**src/rtl/porc_pkg.sv**
```systemverilog
// shared codes and handshake types for the path oram controller
// no dependencies
`default_nettype none

package porc_pkg;

	localparam int unsigned ADDR_IN_W = 10;
	localparam int unsigned DATA_W    = 32;

	localparam logic ACT_WRITE = 1'b1;

	localparam logic [1:0] ST_OK       = 2'd0;
	localparam logic [1:0] ST_UNKNOWN  = 2'd1;
	localparam logic [1:0] ST_FULL     = 2'd2;
	localparam logic [1:0] ST_OVERFLOW = 2'd3;

	typedef struct packed {
		logic clearing;
		logic done;
	} back_stat_t;

endpackage

`default_nettype wire

```
**src/rtl/porc_front.sv**
```systemverilog
// front: takes commands, reduces address and leaves, hands words to the queue
// depends on porc_pkg
`default_nettype none

module porc_front
	import porc_pkg::*;
#(
	parameter int unsigned TREE_LEVELS   = 8,
	parameter int unsigned ADDRESS_COUNT = 1024,
	parameter int unsigned QW            = 64
) (
	input  wire logic               clk,
	input  wire logic               arst_n,
	input  wire logic               start,
	output logic                    busy,
	input  wire logic               action,
	input  wire logic [9:0]         address,
	input  wire logic signed [31:0] write_data,
	input  wire logic [6:0]         new_leaf,
	input  wire logic [6:0]         dummy_leaf,
	input  wire logic [5:0]         extra_leaf,
	input  wire back_stat_t         stat,
	output logic                    push,
	output logic [QW-1:0]           push_data,
	input  wire logic               q_full
);

	localparam int unsigned LW         = TREE_LEVELS - 1;
	localparam int unsigned AW         = $clog2(ADDRESS_COUNT);
	localparam int unsigned LEAF_TOTAL = 1 << LW;
	localparam int unsigned LEAF_HALF  = LEAF_TOTAL / 2;

	logic                 hold_q;
	logic                 act_q;
	logic [ADDR_IN_W-1:0] red_q;
	logic [DATA_W-1:0]    wd_q;
	logic [LW-1:0]        nl_q, dl_q, xl_q;
	logic                 in_range;
	logic                 take;

	assign in_range  = 17'(red_q) < 17'(ADDRESS_COUNT);
	assign busy      = hold_q || stat.clearing;
	assign take      = start && !busy;
	assign push      = hold_q && in_range && !q_full;
	assign push_data = {act_q, AW'(red_q), wd_q, nl_q, dl_q, xl_q};

	always_ff @(posedge clk or negedge arst_n) begin
		if (!arst_n) begin
			hold_q <= 1'b0;
		end else if (take) begin
			hold_q <= 1'b1;
		end else if (push) begin
			hold_q <= 1'b0;
		end
	end

	always_ff @(posedge clk) begin
		if (take) begin
			act_q <= action;
			red_q <= address;
			wd_q  <= write_data;
			nl_q  <= LW'(16'(new_leaf) & 16'(LEAF_TOTAL - 1));
			dl_q  <= LW'(16'(dummy_leaf) & 16'(LEAF_TOTAL - 1));
			xl_q  <= LW'(16'(extra_leaf) & 16'(LEAF_HALF - 1));
		end else if (hold_q && !in_range) begin
			// repeated subtract, only reachable when the map is smaller than the field
			red_q <= red_q - ADDR_IN_W'(ADDRESS_COUNT);
		end
	end

endmodule

`default_nettype wire

```
**config.mk**
```make
export PLATFORM = sky130hd
export DESIGN_NAME = porc_front
export DESIGN_NICKNAME = d
export VERILOG_FILES = /design/src/rtl/porc_pkg.sv /design/src/rtl/porc_front.sv
export SDC_FILE = /design/constraint.sdc
export NUM_CORES = 1
export LEC_CHECK = 0
export ABC_AREA = 1
export ABC_CLOCK_PERIOD_IN_PS = 3200
export BUFFER_PORTS_ARGS = -buffer_cell sky130_fd_sc_hd__buf_2
export CORE_MARGIN = 10
export CORE_UTILIZATION = 35
export CTS_CLUSTER_SIZE = 25
export DETAILED_ROUTE_END_ITERATION = 8
export GPL_TIMING_DRIVEN = 0
export PLACE_DENSITY = 0.7
export SLEW_MARGIN = 30
export SYNTH_ARGS = -nofsm -noshare
export SYNTH_HDL_FRONTEND = slang
export SYNTH_SLANG_ARGS = --single-unit
```
**constraint.sdc**
```tcl
create_clock -name clk -period 3.2 [get_ports clk]
set_input_delay 0.48 -clock clk [delete_from_list [all_inputs] [get_ports clk]]
set_output_delay 0.48 -clock clk [all_outputs]
set_load 0.05 [all_outputs]
```
Word level (Yosys, flattened, before mapping)
Cells that the tools add are included.
- output and inout bits: 66
- input bits: 69
- logic and storage cells: 15
- flip-flop bits (word level): 64
- muxes and demuxes: 2
- reduce and logical (&&, ||, !) cells: 6
- operators with widths (kind ; count):
    $logic_and A1 B1 Y1 ; 2
    $logic_not A1 Y1 ; 2
    $mux W1 ; 2
    $reduce_bool A2 Y1 ; 1
    $logic_or A1 B1 Y1 ; 1

Longest topological paths before layout
- depth in word-level cells: 4
- gate-level depth with buffers: 3
- gate-level depth less buffers: 3

Worst setup path before layout
OpenSTA, ideal clock, no wires.
- kind: input port to flip-flop
- start: in stat[1] (netlist name)
- end: reg act_q (enable)
- arrival time: 1864 ps
- library setup time: 417 ps
- path slack: 919 ps
- cell stages on the path: 3
- path buffers: 0
- path through: nor2_2 -> nand2_1 -> inv_1
- longest elaborated chain between the ends: 3
- ends and longest elaborated chain (what ; line ; RTL):
    start, declared ; porc_front.sv:22 ; input wire back_stat_t stat,
    $logic_or A1 B1 Y1 ; porc_front.sv:42 ; assign busy = hold_q || stat.clearing;
    $logic_not A1 Y1 ; porc_front.sv:43 ; assign take = start && !busy;
    $logic_and A1 B1 Y1 ; porc_front.sv:43 ;
    named net take ; porc_front.sv:39 ; logic take;
    end signal, assigned ; porc_front.sv:59 ; act_q <= action;
    end, declared ; porc_front.sv:34 ; logic act_q;
The timed path passes the listed nets, and every way through them passes these cells.
A chain may end at the register's enable or synchronous reset.

Final worst setup path
- start: reg hold_q
- end: out busy
- longest elaborated chain between the ends: 1
- ends and longest elaborated chain (what ; line ; RTL):
    start, declared ; porc_front.sv:33 ; logic hold_q;
    start signal, assigned ; porc_front.sv:49 ; hold_q <= 1'b0;
    start signal, assigned ; porc_front.sv:51 ; hold_q <= 1'b1;
    start signal, assigned ; porc_front.sv:53 ; hold_q <= 1'b0;
    $logic_or A1 B1 Y1 ; porc_front.sv:42 ;
    end, declared ; porc_front.sv:15 ; output logic busy,
No other way between the ends.

==> flow_summary.yaml <==
cts:
  clock_latency_ns: 0.33
  cts_buffers: 9
  cts_tree: "done"
  post_cts_resized: 0
  h-tree-depth: 3
  clock-root-buffer: "clkbuf_8"
  clock_sinks: 64
  clockBufferDepth: 2
  clkTransAtPathRegs_ns: 0.07
synthesis:
  ys_top_cells_by_count: "63 x edfxtp_1, 3 x inv_1, 3 x nand2_1"
  synth_nets: 144
  netlist-cell-type-count: 8
  async_flop_share_pct: 1.56
  synth_top_area_share_pct: 96.1
  yosysSeqAreaShare_pct: 97.4
  ys.flop_type: "edfxtp_1"
  synth_seq_cells: 64
  synth_top_area_cell: "edfxtp_1"
  avgSynthCellArea_sq_um: 26.2
  synth_area_sq_um: 1970
  synth_most_common_cell: "edfxtp_1"
  ys_warn_count: 0
  synthTopCellsByArea: "edfxtp_1 96%, dfrtp_1 1.3%, buf_4 0.76%"
  synth_cells: 75
  synth_edf_count: 63
timing:
  period_share_pct: 49.3
  setup-violations-final: 0
  fin_setup_tns_ns: 0
  clock.fmax_mhz: 634
  skew_ns: 0.00806
  hold_viol: 0
  grt_setup_unrepaired: "no"
  drv_slew: 0
  finalCriticalPeriod_ns: 1.58
worst_setup_path:
  cp.arrival_ns: 1.10
  r2r-end: "nl_q[4]"
  end_kind: "output port"
  timing.rr.start: "hold_q"
  rrSetupSlack_ns: 1.71
  reg2regPathDepth: 4
  worstPathRequired_ns: 2.72
  cp_max_fo: 3
  path_class: "reg2out"
  start_kind: "register"
job:
  drv_cap: 0
cells_and_area:
  antenna_cells: 0
  syn2layout_area_growth_pct: 48.1
  nets: 289
  drive_gt1_share_pct: 67.6
  finalInstanceArea_sq_um: 2910
pwr:
  leakagePower_nw: 1.25
  powerDensity_nw_per_um2: 609
  vdd_drop_max_uv: 293
floorplan:
  die-area_sq_um: 9020
  die_w_um: 95.0
  rows: 27
  die_h_um: 95.0
  io_pins: 135
  start_util_pct: 36.0
  core_area_sq_um: 5470
global_route:
  grt_first_pass_wirelength_um: 6830
  grt_max_degree: 42
  antenna_found_initial: 0
  grt_overflow: 0
  grt_pass1_vias: 1286
  grtUsageTotal_pct: 10.6
worst_hold_path:
  holdPathStages: 1
  hold_end: "wd_q[27]"
  hold_start: "write_data[27]"
  hp-class: "in2reg"
place:
  port_buffers: 132
  postPlaceCellArea_sq_um: 2740
  dp_hpwl_um: 3980
  place_congestion: 0.697
detailed_routing:
  vias_per_cell: 4.06
  drtAntennaViolNets: 0
  post_drt_wl_per_cell_um: 16.5
  initialDrtViolationCount: 31
  num_vias: 1207
  drtPass1Iterations: 4
  drc: 0
  wl_um: 4910
status:
  outcome: "finished, final reports clean"
## worst max path at each step
stage	start	endpoint	slack, ns	cells after the start
after global placement	stat[1]	xl_q[4]	0.39	4
after CTS	hold_q	push	1.60	3
final	hold_q	busy	1.62	3
after global routing	hold_q	busy	1.54	3
after detailed placement	stat[1]	red_q[6]	1.53	5
after floorplan	stat[1]	act_q	0.92	3
## through the flow
step	power, mW	worst slack, ns	instances	utilization, %	hold slack, ns
2_1_floorplan	1.15	0.919	75	-	0.184
3_3_place_gp	1.22	0.387	279	49.7	0.255
3_5_place_dp	1.23	1.53	280	50.1	0.256
4_1_cts	1.80	1.60	297	53.2	0.301
5_1_grt	1.86	1.54	297	53.2	0.291
6_report	1.77	1.62	297	53.2	0.323
## layer usage
| metal | GRT usage (%) | part of all wire, % |
|---|---|---|
| met2 | 18.4 | 53 |
| met1 | 9.36 | 32 |
| met3 | 7.53 | 14 |
| met4 | 3.74 | 1.0 |
| met5 | 0 | 0 |
## logic make-up after synthesis
family	after synthesis	share of synthesized area, %
buffers and inverters	5	1.33
other	1	0.191
DFF	64	97.4
and+or+nand+nor	5	1.08
## worst max-delay path: stages, from the launching register on
cell and delay (ns):
dfrtp_1 0.40, nor2_2 0.12, inv_1 0.04, buf_2 0.20
## cell usage in the layout (no fill, tap or decap), drive strengths merged
master       count
buf            135
clkbuf           9
clkinv           5
clkinvlp         2
conb             1
dfrtp            1
dlygate4sd3      1
edfxtp          63
inv              3
nand2            3
nor2             2
## cell type report
class / count / area [sq um]
clock buffers: 9 / 124
well taps: 72 / 90.1
repair buffers: 134 / 691
plain buffers: 2 / 15.0
flip-flops and latches: 64 / 1920
multi-input cells: 6 / 25.0
clock inverters: 7 / 38.8
fillers: 488 / 2560
inverters: 3 / 13.8
## registers in the layout (all words and copies together), names as in the netlist
register,flops
act_q,1
dl_q,7
nl_q,7
wd_q,32
red_q,10
xl_q,6
hold_q,1
## what timing repair did
item,CTS,global route
buffers inserted,0,0
hold buffers,1,0
hold endpoints to repair,1,0
endpoints found under the setup margin,0,0
## where the power goes
part	leakage (nW)	switching, mW	internal [mW]	total, mW
combinational	0.572	0.176	0.0585	0.234
sequential	0.596	0.00847	0.967	0.976
clock	0.0822	0.292	0.272	0.563
Power figures use the tool's default switching activity.
