<file path="config.mk">
export PLATFORM = sky130hd
export DESIGN_NAME = porc_queue
export DESIGN_NICKNAME = d
export VERILOG_FILES = /design/src/rtl/porc_queue.sv
export SDC_FILE = /design/constraint.sdc
export NUM_CORES = 1
export LEC_CHECK = 0
export ABC_CLOCK_PERIOD_IN_PS = 1400
export CORE_MARGIN = 4
export CORE_UTILIZATION = 57
export CTS_BUF_LIST = sky130_fd_sc_hd__clkbuf_8
export DETAILED_ROUTE_END_ITERATION = 10
export DONT_BUFFER_PORTS = 1
export PLACE_DENSITY = 0.86
export RECOVER_POWER = 50
export SLEW_MARGIN = 20
export SYNTH_ARGS = -nofsm -noshare
export SYNTH_HDL_FRONTEND = slang
export SYNTH_SLANG_ARGS = --single-unit
export TNS_END_PERCENT = 10
</file>
<file path="constraint.sdc">
create_clock -name clk -period 1.4 [get_ports clk]
set_clock_uncertainty 0.05 [all_clocks]
set_input_delay 0.07 -clock clk [delete_from_list [all_inputs] [get_ports clk]]
set_output_delay 0.07 -clock clk [all_outputs]
set_load 0.005 [all_outputs]
</file>
<file path="src/rtl/porc_queue.sv">
// two-entry command queue between front and back
// depends on nothing
`default_nettype none

module porc_queue #(
	parameter int unsigned W = 8
) (
	input  wire logic         clk,
	input  wire logic         arst_n,
	input  wire logic         push,
	input  wire logic [W-1:0] push_data,
	output logic              full,
	input  wire logic         pop,
	output logic              valid,
	output logic [W-1:0]      head_data
);

	logic [W-1:0] ent0_q, ent1_q;
	logic [1:0]   cnt_q;

	assign full      = cnt_q == 2'd2;
	assign valid     = cnt_q != 2'd0;
	assign head_data = ent0_q;

	always_ff @(posedge clk or negedge arst_n) begin
		if (!arst_n) begin
			cnt_q <= 2'd0;
		end else begin
			cnt_q <= cnt_q + {1'b0, push && !full} - {1'b0, pop && valid};
		end
	end

	always_ff @(posedge clk) begin
		if (pop && valid) begin
			if (push && !full && cnt_q == 2'd1) ent0_q <= push_data;
			else ent0_q <= ent1_q;
			if (push && !full && cnt_q == 2'd2) ent1_q <= push_data;
		end else if (push && !full) begin
			if (cnt_q == 2'd0) ent0_q <= push_data;
			else ent1_q <= push_data;
		end
	end

endmodule

`default_nettype wire

</file>
==> summary.txt, run 1 <==
Logic synthesis
  – Synth area leaders: edfxtp_1, mux2_2, dfrtp_1, o21ai_4, nor2b_4
  – Average cell area after synthesis: 18.1 µm²
  – Synth area leader: edfxtp_1
  – Netlist cell types: 17
  – Synthesized area: 758 µm²
  – Sequential fraction of the synthesis area: roughly 70%
  – Register bit total from synthesis: 18
  – Top cell type's share of synthesized area: a little under two thirds
  – XOR/XNOR Fraction of Synth Area: roughly 1.2%
  – Syn_nets: 55
  – Post-synthesis simple-gate area fraction: just over 7%
  – Synth warn: 0
  – Multiplexer share of the synthesized area: between 10% and 20%
  – Compound-cell area share of the yosys netlist: 6.77%
  – Post-Synth Adder-Cell Area: under 10%
  – Largest family of logic cells by synthesized area: multiplexers
  – Cells after Synth: 42

Global route
  – Largest net degree at the start of global routing: 11
  – Initial antenna violation count: 0

Place
  – I/O Buffers: 0
  – DPL Wire Length: around 1.0 mm
  – Gpl congestion: ~0.66

Floorplan
  – Die height: 44.5 µm
  – IO Count: 22
  – Die Wd: 44.5 µm
  – Initial Util: around 65%
  – Site row count: 12

Timing
  – Worst ep type: sequential cell input
  – Crit. endpoint post-GRT repair: cnt_q[1]$_DFF_PN0_/D

Clocking
  – CTS Root Cell: clkbuf_8
  – Clock Sinks: 18
  – TritonCTS Buffers: 3
  – Clock Tree Buf Depth: 2
  – CTS H-tree depth: 1

Outcome
  – Err: [ERROR DPL-0033] detailed placement checks failed during check placement.
  – Stopping stage: 5_1_grt
  – Outcome: stopped before the end
synthesized netlist by cell type:
cell type  number
mux2_2          9
o21ai_4         1
a22oi_2         1
or2_2           1
a211oi_1        1
dfrtp_1         2
xnor2_1         1
a21bo_1         1
edfxtp_1       16
nor2b_4         1
nor2_1          1
nor2b_1         2
nand2b_1        1
ha_1            1
a21oi_1         1
and2b_1         1
nand2_1         1
stage by stage:
stage          instances  hold WS (ps)  instance area [µm²]  worst slack [ps]
3_5_place_dp          61          -276                  818             -95.8
4_1_cts               82           104                 1100             -50.1
3_3_place_gp          61          -276                  818             -52.0
2_1_floorplan         42          -276                  763             -30.9
cells by family after synthesis:
kind of cell | count (synthesis)
compound gates | 5
xor+xnor | 1
mux | 9
flops | 18
simple gates | 8
fa+ha+maj | 1
timing repair:
item / 4_1_cts
buffers inserted: 7
pin swaps: 6
setup endpoints to repair: 18
hold endpoints to repair: 18
cloned: 0
hold buffers: 10
resized for setup: 16
==> inputs of run 2 (changes only) <==
--- a/config.mk
+++ b/config.mk
@@ -5,13 +5,12 @@
 export SDC_FILE = /design/constraint.sdc
 export NUM_CORES = 1
 export LEC_CHECK = 0
-export ABC_CLOCK_PERIOD_IN_PS = 1400
-export CORE_MARGIN = 4
-export CORE_UTILIZATION = 57
-export CTS_BUF_LIST = sky130_fd_sc_hd__clkbuf_8
+export ABC_CLOCK_PERIOD_IN_PS = 1820
+export CORE_AREA = 4 4 65 67
 export DETAILED_ROUTE_END_ITERATION = 10
+export DIE_AREA = 0 0 69 71
 export DONT_BUFFER_PORTS = 1
-export PLACE_DENSITY = 0.86
+export PLACE_DENSITY_LB_ADDON = 0.15
 export RECOVER_POWER = 50
 export SLEW_MARGIN = 20
 export SYNTH_ARGS = -nofsm -noshare
==> constraint.sdc (replaced) <==
create_clock -name clk -period 1.82 [get_ports clk]
set_clock_uncertainty 0.05 [all_clocks]
set_input_delay 0.091 -clock clk [delete_from_list [all_inputs] [get_ports clk]]
set_output_delay 0.091 -clock clk [all_outputs]
set_load 0.005 [all_outputs]
==> summary.txt, run 2 <==
Worst setup path
  – Kind of critical path: flop to flop
  – CP max FO: 8
  – Buf+Inv Stages, Crit Path: 0
  – CP max stage delay: roughly 470 ps
  – Startpoint types: flop
  – Slowest cell on the critical path: dfrtp_1
  – Setup crit end kind: flop
  – Arrival time worst endpoint: about 1500 ps
  – Crit path required time: 1710 ps
  – Critical Path, Cell by Cell: or2_2 -> mux2_2
  – Largest delay share family, worst path: flip-flops

Logic synthesis
  – Cells after Synth: 42 (unchanged)
  – Register bit total from synthesis: 18 (unchanged)
  – Syn_nets: 55 (unchanged)
  – Average cell area after synthesis: 18.1 µm² (unchanged)
  – Top cell type's share of synthesized area: 63.4% (unchanged)
  – Most frequent cell after synthesis: edfxtp_1
  – Synthesized area: 758 µm² (unchanged)
  – FFs w/ async S/R, synth: 11.1% (unchanged)
  – EDFF count, synth: 16 (unchanged)
  – Sequential fraction of the synthesis area: 70.0% (unchanged)
  – Primary FF master, synth: edfxtp_1
  – Synth warn: 0 (unchanged)
  – Synth top cells by count: edfxtp_1, mux2_2, dfrtp_1, nor2b_1
  – Netlist cell types: 17 (unchanged)
  – Synth area leader: edfxtp_1
  – Synth area leaders: edfxtp_1, mux2_2, dfrtp_1, o21ai_4, nor2b_4

Place
  – I/O Buffers: 0 (unchanged)
  – Placed cell areas: 833 µm² (+1.8%)
  – DPL Wire Length: 994 µm (-2.0%)
  – Place WS: 228 ps (+324 ps)
  – Gpl congestion: 0.609 (-7.7%)
  – Total instance count after detailed placement: 92 (+51%)

Floorplan
  – DIE AREA: roughly 0.0049 mm²
  – Die height: 71 µm (+60%)
  – Die Wd: 69 µm (+55%)
  – Core area: between 0.003 and 0.004 mm²
  – IO Count: 22 (unchanged)
  – Site row count: 22 (+10)
  – Initial Util: 20.9% (-44 points)

Drt
  – DRC Markers: 0
  – Vias after detailed routing: around 420
  – DR iter-0 viols: 29
  – Via/cell ratio: ~3.8
  – Antenna viol nets, final: 0
  – DR pass1 iterations: 2
  – Routed length per instance: 13.0 µm
  – Total wire length: 1.42 mm

Timing
  – # setup viols final: 0
  – Setup tns final: 0 ps
  – Slew headroom: about four fifths
  – Final hold viol count: 0
  – Fin crit share: approximately 86%
  – Fmax: approximately 640 MHz
  – Worst-Margin Slew: 304 ps
  – Final worst slack: approximately 250 ps
  – RSZ-0062 raised after global routing: no
  – Max-slew violations: 0
  – Minimum clock period: 1570 ps

Final layout
  – Final core occ: between 20% and 30%
  – Commonest cells after routing, fill and taps aside: edfxtp_1, dlygate4sd3_1, mux2_2
  – Non-Filler Instances: between 100 and 150
  – Most common cell after layout, fill and taps aside: edfxtp_1
  – ANT cells: 0
  – Share of cells above drive strength 1: about 28%
  – Post-route cell area: roughly 0.0010 mm²
  – Layout area overhead: 32.5%
  – Post-layout net count: 75

Global route
  – Number of global-route vias before repair: 446
  – Total Routing Usage GR: roughly 6.3%
  – First-pass GRT wire length: approximately 2.3 mm
  – Initial antenna violation count: 0
  – Largest net degree at the start of global routing: 11
  – Grt total ovfl: 0

Clocking
  – Postcts setup bufs: 0 (-7)
  – Clock slew at reported path FFs: approximately 60 ps
  – Clock Sinks: 18 (unchanged)
  – TritonCTS Buffers: 3 (unchanged)
  – CTS Root Cell: clkbuf_8
  – Clock Tree Buf Depth: 2 (unchanged)
  – CTS H-tree depth: 1 (unchanged)
  – CTS tree: done
  – Clk Latency, worst-skew pair: approximately 250 ps

Pwr
  – Clock power share: about a quarter
  – Pint: 0.876 mW
  – Peak VDD IR: between 500 and 600 µV
  – Leakage Power: about 0.35 nW
  – Comb pwr share: roughly 23%
  – Sw power: between 0.3 and 0.4 mW
  – Cell Pwr Density: about 1200 mW/mm²
  – Sw Share: between 20% and 30%
  – Flop pwr share: approximately 53%

Worst hold path
  – Worst Hold Class: input port to flop

Flow run
  – Maxcap violations: 0

Outcome
  – Outcome: finished, final reports clean
-- run 2: cell counts after synthesis --
Identical to the previous run, type by type.
-- run 2: final timing paths --
kind                                start            to  cells past startpoint  slack [ps]
worst max-delay path             cnt_q[1]  head_data[2]                      2         250
worst min-delay path                 push      cnt_q[1]                      3          90
worst max register to register   cnt_q[1]  head_data[2]                      2         250
worst min register to register  ent1_q[3]  head_data[3]                      1         500
max in group asynchronous          arst_n      cnt_q[0]                      2        1060
min in group asynchronous          arst_n      cnt_q[1]                      2         540
-- run 2: area by class of cell --
type	count	area, µm²
multi-input combinational	24	228
fill	397	2630
tap	48	60.1
clock inverter	1	3.75
sequential	18	531
clock buffer	3	41.3
timing repair buffer	15	141
-- run 2: power by group through the flow --
stage	logic (mW)	clock network, mW	registers, mW
floorplan	0.214	0	0.635
finish	0.281	0.284	0.644
global placement	0.269	0	0.656
CTS	0.289	0.302	0.650
detailed placement	0.269	0	0.661
global route	0.314	0.320	0.658
-- run 2: timing repair --
action	in CTS	in global routing
hold buffers	9	4
endpoints found under the setup margin	0	0
endpoints found under the hold margin	15	5
resized for setup	0	0
-- run 2: cells by family after synthesis --
kind of cell	synth area share, %
flip-flops	70.0
multiplexers	13.4
AND/OR/NAND/NOR	7.10
AO/OA/AOI/OAI	6.77
XOR/XNOR	1.16
adder cells (fa/ha/maj)	1.65
-- run 2: routing by layer --
metal / GRT usage (%) / wire length [µm] / share of wire [%] / up-vias
li1: - / - / - / 198
met1: 6.95 / 606 / 43 / 200
met2: 9.53 / 696 / 49 / 15
met3: 3.98 / 87 / 6.1 / 4
met4: 3.25 / 26 / 1.8 / 0
met5: 0 / 0 / 0 / -
-- run 2: worst min-delay path, delay by kind of cell --
family / cells / cell delay [ps]
AOI/OAI and AO/OA: 1 / 150
xor gates and xnor gates: 1 / 80
and+or+nand+nor: 1 / 30
-- run 2: stage by stage --
step / power (mW) / hold WS [ps]
2_1_floorplan: 0.849 / -255
3_3_place_gp: 0.924 / -255
3_5_place_dp: 0.930 / -255
4_1_cts: 1.24 / 0.0163
5_1_grt: 1.29 / 101
6_report: 1.21 / 91.1
(Power assumes the default switching activity.)
==> inputs of run 3 (changes only) <==
--- a/config.mk
+++ b/config.mk
@@ -5,11 +5,13 @@
 export SDC_FILE = /design/constraint.sdc
 export NUM_CORES = 1
 export LEC_CHECK = 0
-export ABC_CLOCK_PERIOD_IN_PS = 1820
+export ABC_CLOCK_PERIOD_IN_PS = 1300
 export CORE_AREA = 4 4 65 67
+export CTS_CLUSTER_SIZE = 30
 export DETAILED_ROUTE_END_ITERATION = 10
 export DIE_AREA = 0 0 69 71
 export DONT_BUFFER_PORTS = 1
+export GPL_ROUTABILITY_DRIVEN = 0
 export PLACE_DENSITY_LB_ADDON = 0.15
 export RECOVER_POWER = 50
 export SLEW_MARGIN = 20
==> constraint.sdc (replaced) <==
create_clock -name clk -period 1.3 [get_ports clk]
set_clock_uncertainty 0.05 [all_clocks]
set_input_delay 0.065 -clock clk [delete_from_list [all_inputs] [get_ports clk]]
set_output_delay 0.065 -clock clk [all_outputs]
set_load 0.005 [all_outputs]
==> summary.txt, run 3 (synthesis results as in run 2) <==
Pwr
  – Sw power: 0.512 mW (+54%)
  – Cell Pwr Density: 1780 mW/mm² (+48%)
  – Peak VDD IR: 656 µV (+20%)
  – Pint: 1.40 mW (+60%)
  – Power Total: 1.91 mW (+58%)
  – Clock power share: 20.6% (-2.9 points)
  – Flop pwr share: 46.1% (-7.2 points)
  – Leakage Power: 0.418 nW (+20%)
  – Comb pwr share: 33.3% (+10 points)
  – Sw Share: 26.8% (-0.72 points)

Drt
  – Total wire length: 1.51 mm (+6.7%)
  – DR iter-0 viols: 12 (-59%)
  – Routed length per instance: 13.4 µm (+2.9%)
  – Vias after detailed routing: 436 (+4.6%)
  – Via/cell ratio: 3.86 (+0.86%)
  – DR pass1 iterations: 3 (+1)
  – Antenna viol nets, final: 0 (unchanged)
  – DRC Markers: 0 (unchanged)

Place
  – DPL Wire Length: 1.10 mm (+10%)
  – Total instance count after detailed placement: 98 (+6.5%)
  – Place WS: -170 ps (-398 ps)
  – I/O Buffers: 0 (unchanged)
  – Placed cell areas: 883 µm² (+6.0%)

Global route
  – First-pass GRT wire length: 2.40 mm (+4.2%)
  – Grt total ovfl: 0 (unchanged)
  – Number of global-route vias before repair: 483 (+8.3%)
  – Largest net degree at the start of global routing: 11 (unchanged)
  – Initial antenna violation count: 0 (unchanged)
  – Total Routing Usage GR: 6.57% (+0.23 points)

Clocking
  – CTS tree: done
  – Clock slew at reported path FFs: 70 ps (about the same)
  – Clock Tree Buf Depth: 2 (unchanged)
  – CTS H-tree depth: 1 (unchanged)
  – Clk Latency, worst-skew pair: 250 ps (about the same)
  – CTS Root Cell: clkbuf_8
  – Clock Sinks: 18 (unchanged)
  – TritonCTS Buffers: 3 (unchanged)

Timing
  – Worst-Margin Slew: 186 ps (-119 ps)
  – Final hold viol count: 0 (unchanged)
  – # setup viols final: 18 (+18)
  – Minimum clock period: 1450 ps (-116 ps)
  – RSZ-0062 raised after global routing: yes
  – Max-slew violations: 0 (unchanged)
  – Final worst slack: -153 ps (-404 ps)
  – Fmax: 688 MHz (+8.0%)
  – Fin crit share: 112% (+26 points)
  – Slew headroom: 87.5% (+7.9 points)

Worst setup path
  – Critical Path, Cell by Cell: nor2b_4 -> o21ai_4 -> buf_6 -> mux2_4
  – Crit path required time: 1250 ps (-460 ps)
  – Kind of critical path: flop to flop
  – Slowest cell on the critical path: dfrtp_1
  – Arrival time worst endpoint: 1410 ps (-50 ps)
  – CP max FO: 4 (-4)
  – Setup crit end kind: flop
  – CP max stage delay: 400 ps (-70 ps)
  – Startpoint types: flop
  – Buf+Inv Stages, Crit Path: 1 (+1)
  – Largest delay share family, worst path: flip-flops

Final layout
  – Post-layout net count: 79 (+5.3%)
  – Share of cells above drive strength 1: 40.0% (+12 points)
  – Fill count: 383 (-3.5%)
  – Non-Filler Instances: 113 (+3.7%)
  – Most common cell after layout, fill and taps aside: edfxtp_1
  – Final core occ: 29.6% (+2.0 points)
  – Layout area overhead: 41.9%
  – Post-route cell area: 0.00108 mm² (+7.1%)
  – ANT cells: 0 (unchanged)
  – Commonest cells after routing, fill and taps aside: edfxtp_1, dlygate4sd3_1, mux2_4

Outcome
  – Outcome: finished, violations left
  – Failing checks: setup timing

Worst hold path
  – Worst Hold Class: input port to flop

Floorplan
  – Die height: 71 µm (unchanged)
  – Die Wd: 69 µm (unchanged)
  – Core area: 0.00363 mm² (unchanged)
  – Initial Util: 20.9% (unchanged)
  – IO Count: 22 (unchanged)
  – Site row count: 22 (unchanged)
  – DIE AREA: 0.00490 mm² (unchanged)

Flow run
  – Maxcap violations: 0 (unchanged)
[run 3: changes by cell type in the layout (fill, tap and decap cells not counted), moves of 2 or more]
cell / before / now
mux2_4: 0 / 9
mux2_2: 9 / 0
dlygate4sd3_1: 13 / 10
buf_4: 1 / 7
buf_6: 0 / 2
[run 3: final timing paths]
path	startpoint	cells after the start	end	slack [ps]
worst max register to register	cnt_q[0]	4	head_data[6]	-150
worst max-delay path	cnt_q[0]	4	head_data[6]	-150
worst min register to register	ent1_q[7]	1	head_data[7]	500
min in group asynchronous	arst_n	2	cnt_q[0]	520
worst min-delay path	pop	3	cnt_q[0]	100
max in group asynchronous	arst_n	2	cnt_q[1]	540
[run 3: routing by layer]
| layer | GRT usage [%] | vias to the layer above | wire (µm) |
|---|---|---|---|
| met4 | 3.90 | 0 | 9 |
| met2 | 10.6 | 14 | 735 |
| met3 | 2.98 | 2 | 101 |
| li1 | - | 205 | - |
| met1 | 7.11 | 215 | 665 |
| met5 | 0 | - | 0 |
[run 3: stage by stage]
stage | setup TNS (ps) | hold slack [ps]
finish | -2090 | 96.3
CTS | -2310 | -153
global placement | -2250 | -280
detailed placement | -2620 | -280
global route | -3040 | 111
floorplan | -2020 | -281
[run 3: area by class of cell]
type / count / area (µm²) / share of cell area (%)
clock inverter: 1 / 3.75 / 0.349
clock buffer: 3 / 41.3 / 3.84
multi-input combinational: 24 / 264 / 24.5
tap: 48 / 60.1 / 5.58
sequential: 18 / 532 / 49.4
timing repair buffer: 19 / 175 / 16.3
[run 3: worst reg2reg max path, cell delays in order (launching register included)]
cell and delay [ps]:
dfrtp_1 400, nor2b_4 150, o21ai_4 170, buf_6 150, mux2_4 290
[run 3: what timing repair did]
action / 4_1_cts / 5_1_grt
endpoints found under the setup margin: 19 / 18
buffers inserted: 1 / 0
hold buffers: 9 / 1
pin swaps: 0 / 1
gates resized for setup: 3 / 8
hold endpoints to repair: 18 / 2
[run 3: power groups by stage]
stage | Clock, mW | Combinational [mW] | Sequential (mW)
after floorplan | 0 | 0.309 | 0.892
after global placement | 0 | 0.522 | 0.893
after detailed placement | 0 | 0.529 | 0.897
after CTS | 0.415 | 0.608 | 0.885
after global routing | 0.439 | 0.700 | 0.897
final | 0.394 | 0.636 | 0.882
==> inputs of run 4 (changes only) <==
--- a/config.mk
+++ b/config.mk
@@ -6,6 +6,9 @@
 export NUM_CORES = 1
 export LEC_CHECK = 0
 export ABC_CLOCK_PERIOD_IN_PS = 1300
+export CAP_MARGIN = 20
+export CELL_PAD_IN_SITES_DETAIL_PLACEMENT = 0
+export CELL_PAD_IN_SITES_GLOBAL_PLACEMENT = 1
 export CORE_AREA = 4 4 65 67
 export CTS_CLUSTER_SIZE = 30
 export DETAILED_ROUTE_END_ITERATION = 10
==> summary.txt, run 4 (synthesis results as in run 2) <==
Outcome
  – Outcome: finished, violations left
  – Failing checks: setup timing

Timing
  – Max-slew violations: 0 (unchanged)
  – Final worst slack: -142 ps (+11.1 ps)
  – Fmax: 693 MHz (+0.77%)
  – Worst-Margin Slew: 203 ps (+16.7 ps)
  – Final hold viol count: 0 (unchanged)
  – Minimum clock period: 1440 ps (-11.1 ps)
  – Fin crit share: 111% (-0.85 points)
  – Slew headroom: 86.5% (-1.1 points)
  – RSZ-0062 raised after global routing: yes
  – # setup viols final: 19 (+1)

Global route
  – Largest net degree at the start of global routing: 11 (unchanged)
  – Total Routing Usage GR: 6.53% (-0.048 points)
  – First-pass GRT wire length: 2.48 mm (+3.5%)
  – Initial antenna violation count: 0 (unchanged)
  – Grt total ovfl: 0 (unchanged)
  – Number of global-route vias before repair: 495 (+2.5%)

Final layout
  – Layout area overhead: 44.1%
  – Most common cell after layout, fill and taps aside: edfxtp_1
  – Commonest cells after routing, fill and taps aside: edfxtp_1, dlygate4sd3_1, mux2_4
  – Non-Filler Instances: 112 (-0.88%)
  – ANT cells: 0 (unchanged)
  – Post-layout net count: 78 (-1.3%)
  – Share of cells above drive strength 1: 43.8% (+3.7 points)

Pwr
  – Pint: 1.44 mW (+3.3%)
  – Sw power: 0.538 mW (+5.0%)
  – Peak VDD IR: 600 µV (-8.6%)
  – Flop pwr share: 44.6% (-1.5 points)
  – Comb pwr share: 36.1% (+2.8 points)
  – Power Total: 1.98 mW (+3.7%)
  – Cell Pwr Density: 1820 mW/mm² (+2.2%)
  – Sw Share: 27.1% (+0.33 points)
  – Clock power share: 19.3% (-1.3 points)
  – Leakage Power: 0.418 nW (about the same)

Floorplan
  – Die Wd: 69 µm (unchanged)
  – DIE AREA: 0.00490 mm² (unchanged)
  – Site row count: 22 (unchanged)
  – Die height: 71 µm (unchanged)
  – Core area: 0.00363 mm² (unchanged)
  – IO Count: 22 (unchanged)
  – Initial Util: 20.9% (unchanged)

Worst setup path
  – Worst Setup SP: cnt_q[0]
  – Worst r2r src: cnt_q[0]
  – Slowest cell on the critical path: dfrtp_1
  – Critical Path, Cell by Cell: buf_4 -> or2_4 -> mux2_4
  – Startpoint types: flop
  – Crit path required time: 1240 ps (about the same)
  – Arrival time worst endpoint: 1380 ps (-30 ps)
  – CP max FO: 8 (+4)
  – CP max stage delay: 380 ps (-20 ps)
  – Kind of critical path: flop to flop
  – Setup crit end kind: flop

Flow run
  – Maxcap violations: 0 (unchanged)

Drt
  – Routed length per instance: 14.4 µm (+7.4%)
  – DR pass1 iterations: 4 (+1)
  – Total wire length: 1.61 mm (+6.4%)
  – DRC Markers: 0 (unchanged)
  – DR iter-0 viols: 12 (unchanged)
  – Via/cell ratio: 3.89 (+0.89%)
  – Antenna viol nets, final: 0 (unchanged)
  – Vias after detailed routing: 436 (unchanged)

Clocking
  – TritonCTS Buffers: 3 (unchanged)
  – Clock slew at reported path FFs: 60 ps (about the same)
  – Clock Sinks: 18 (unchanged)
  – Clock Tree Buf Depth: 2 (unchanged)
  – CTS H-tree depth: 1 (unchanged)
  – Clk Latency, worst-skew pair: 240 ps (about the same)
  – CTS Root Cell: clkbuf_8
  – CTS tree: done

Place
  – DPL Wire Length: 1.15 mm (+4.6%)
  – I/O Buffers: 0 (unchanged)
  – Place WS: -181 ps (-11.4 ps)
  – Total instance count after detailed placement: 95 (-3.1%)

Worst hold path
  – Worst Hold Class: input port to flop
  – Hold Startpoint: pop
[run 4: cell count changes in the layout (fill, tap and decap cells not counted)]
cell      change
clkinv_1      -1
a211oi_1      -1
clkbuf_1      +1
a21oi_2       +1
buf_12        +1
nor2_1        -1
nor2_2        +1
a21oi_1       -1
a211oi_2      +1
buf_4         -2
[run 4: what timing repair did]
item                                   in CTS  in global routing
setup endpoints to repair                  19                 27
hold buffers                                9                  1
buffers inserted                            1                  2
pin swaps                                   1                  3
resized for setup                           2                 12
endpoints found under the hold margin      18                  2
[run 4: final timing paths]
path / to / cells past startpoint / slack, ps
worst max-delay path: head_data[4] / 3 / -140
worst min-delay path: cnt_q[0] / 3 / 100
worst max register to register: head_data[4] / 3 / -140
worst min register to register: head_data[0] / 1 / 510
max in group asynchronous: cnt_q[1] / 2 / 540
min in group asynchronous: cnt_q[0] / 2 / 530
[run 4: cell type report]
| class | count | area, µm² |
|---|---|---|
| fillers | 379 | 2540 |
| clock buffers | 4 | 45.0 |
| flip-flops and latches | 18 | 532 |
| multi-input cells | 24 | 275 |
| repair buffers | 18 | 180 |
| well taps | 48 | 60.1 |
[run 4: metal layers]
metal | vias to the layer above | GRT usage (%) | share of wire, % | wire (µm)
met3 | 2 | 3.13 | 6.0 | 97
li1 | 203 | - | - | -
met5 | - | 0 | 0 | 0
met4 | 0 | 1.30 | 0.44 | 7
met2 | 16 | 12.2 | 54 | 873
met1 | 215 | 6.62 | 39 | 631
[run 4: per-stage QoR]
step           TNS [ps]  hold slack, ps  util (%)  instance area [µm²]
6_report          -2410            96.9      30.1                 1090
3_3_place_gp      -2010            -281      24.0                  873
3_5_place_dp      -2640            -281      24.0                  873
2_1_floorplan     -2020            -281         -                  763
4_1_cts           -2320            -145      28.2                 1020
5_1_grt           -2840            91.2      30.1                 1090
[run 4: worst max-delay path: cells and delay by family, from the launching register on]
| kind | cells | cell delay [ps] |
|---|---|---|
| simple gates | 1 | 250 |
| mux | 1 | 360 |
| flops | 1 | 380 |
| buf+inv | 1 | 140 |
[run 4: power groups by stage]
stage / clock network [mW] / logic, mW / registers [mW]
6_report: 0.384 / 0.715 / 0.884
5_1_grt: 0.440 / 0.766 / 0.897
4_1_cts: 0.409 / 0.588 / 0.891
3_5_place_dp: 0 / 0.506 / 0.914
3_3_place_gp: 0 / 0.475 / 0.900
2_1_floorplan: 0 / 0.309 / 0.892
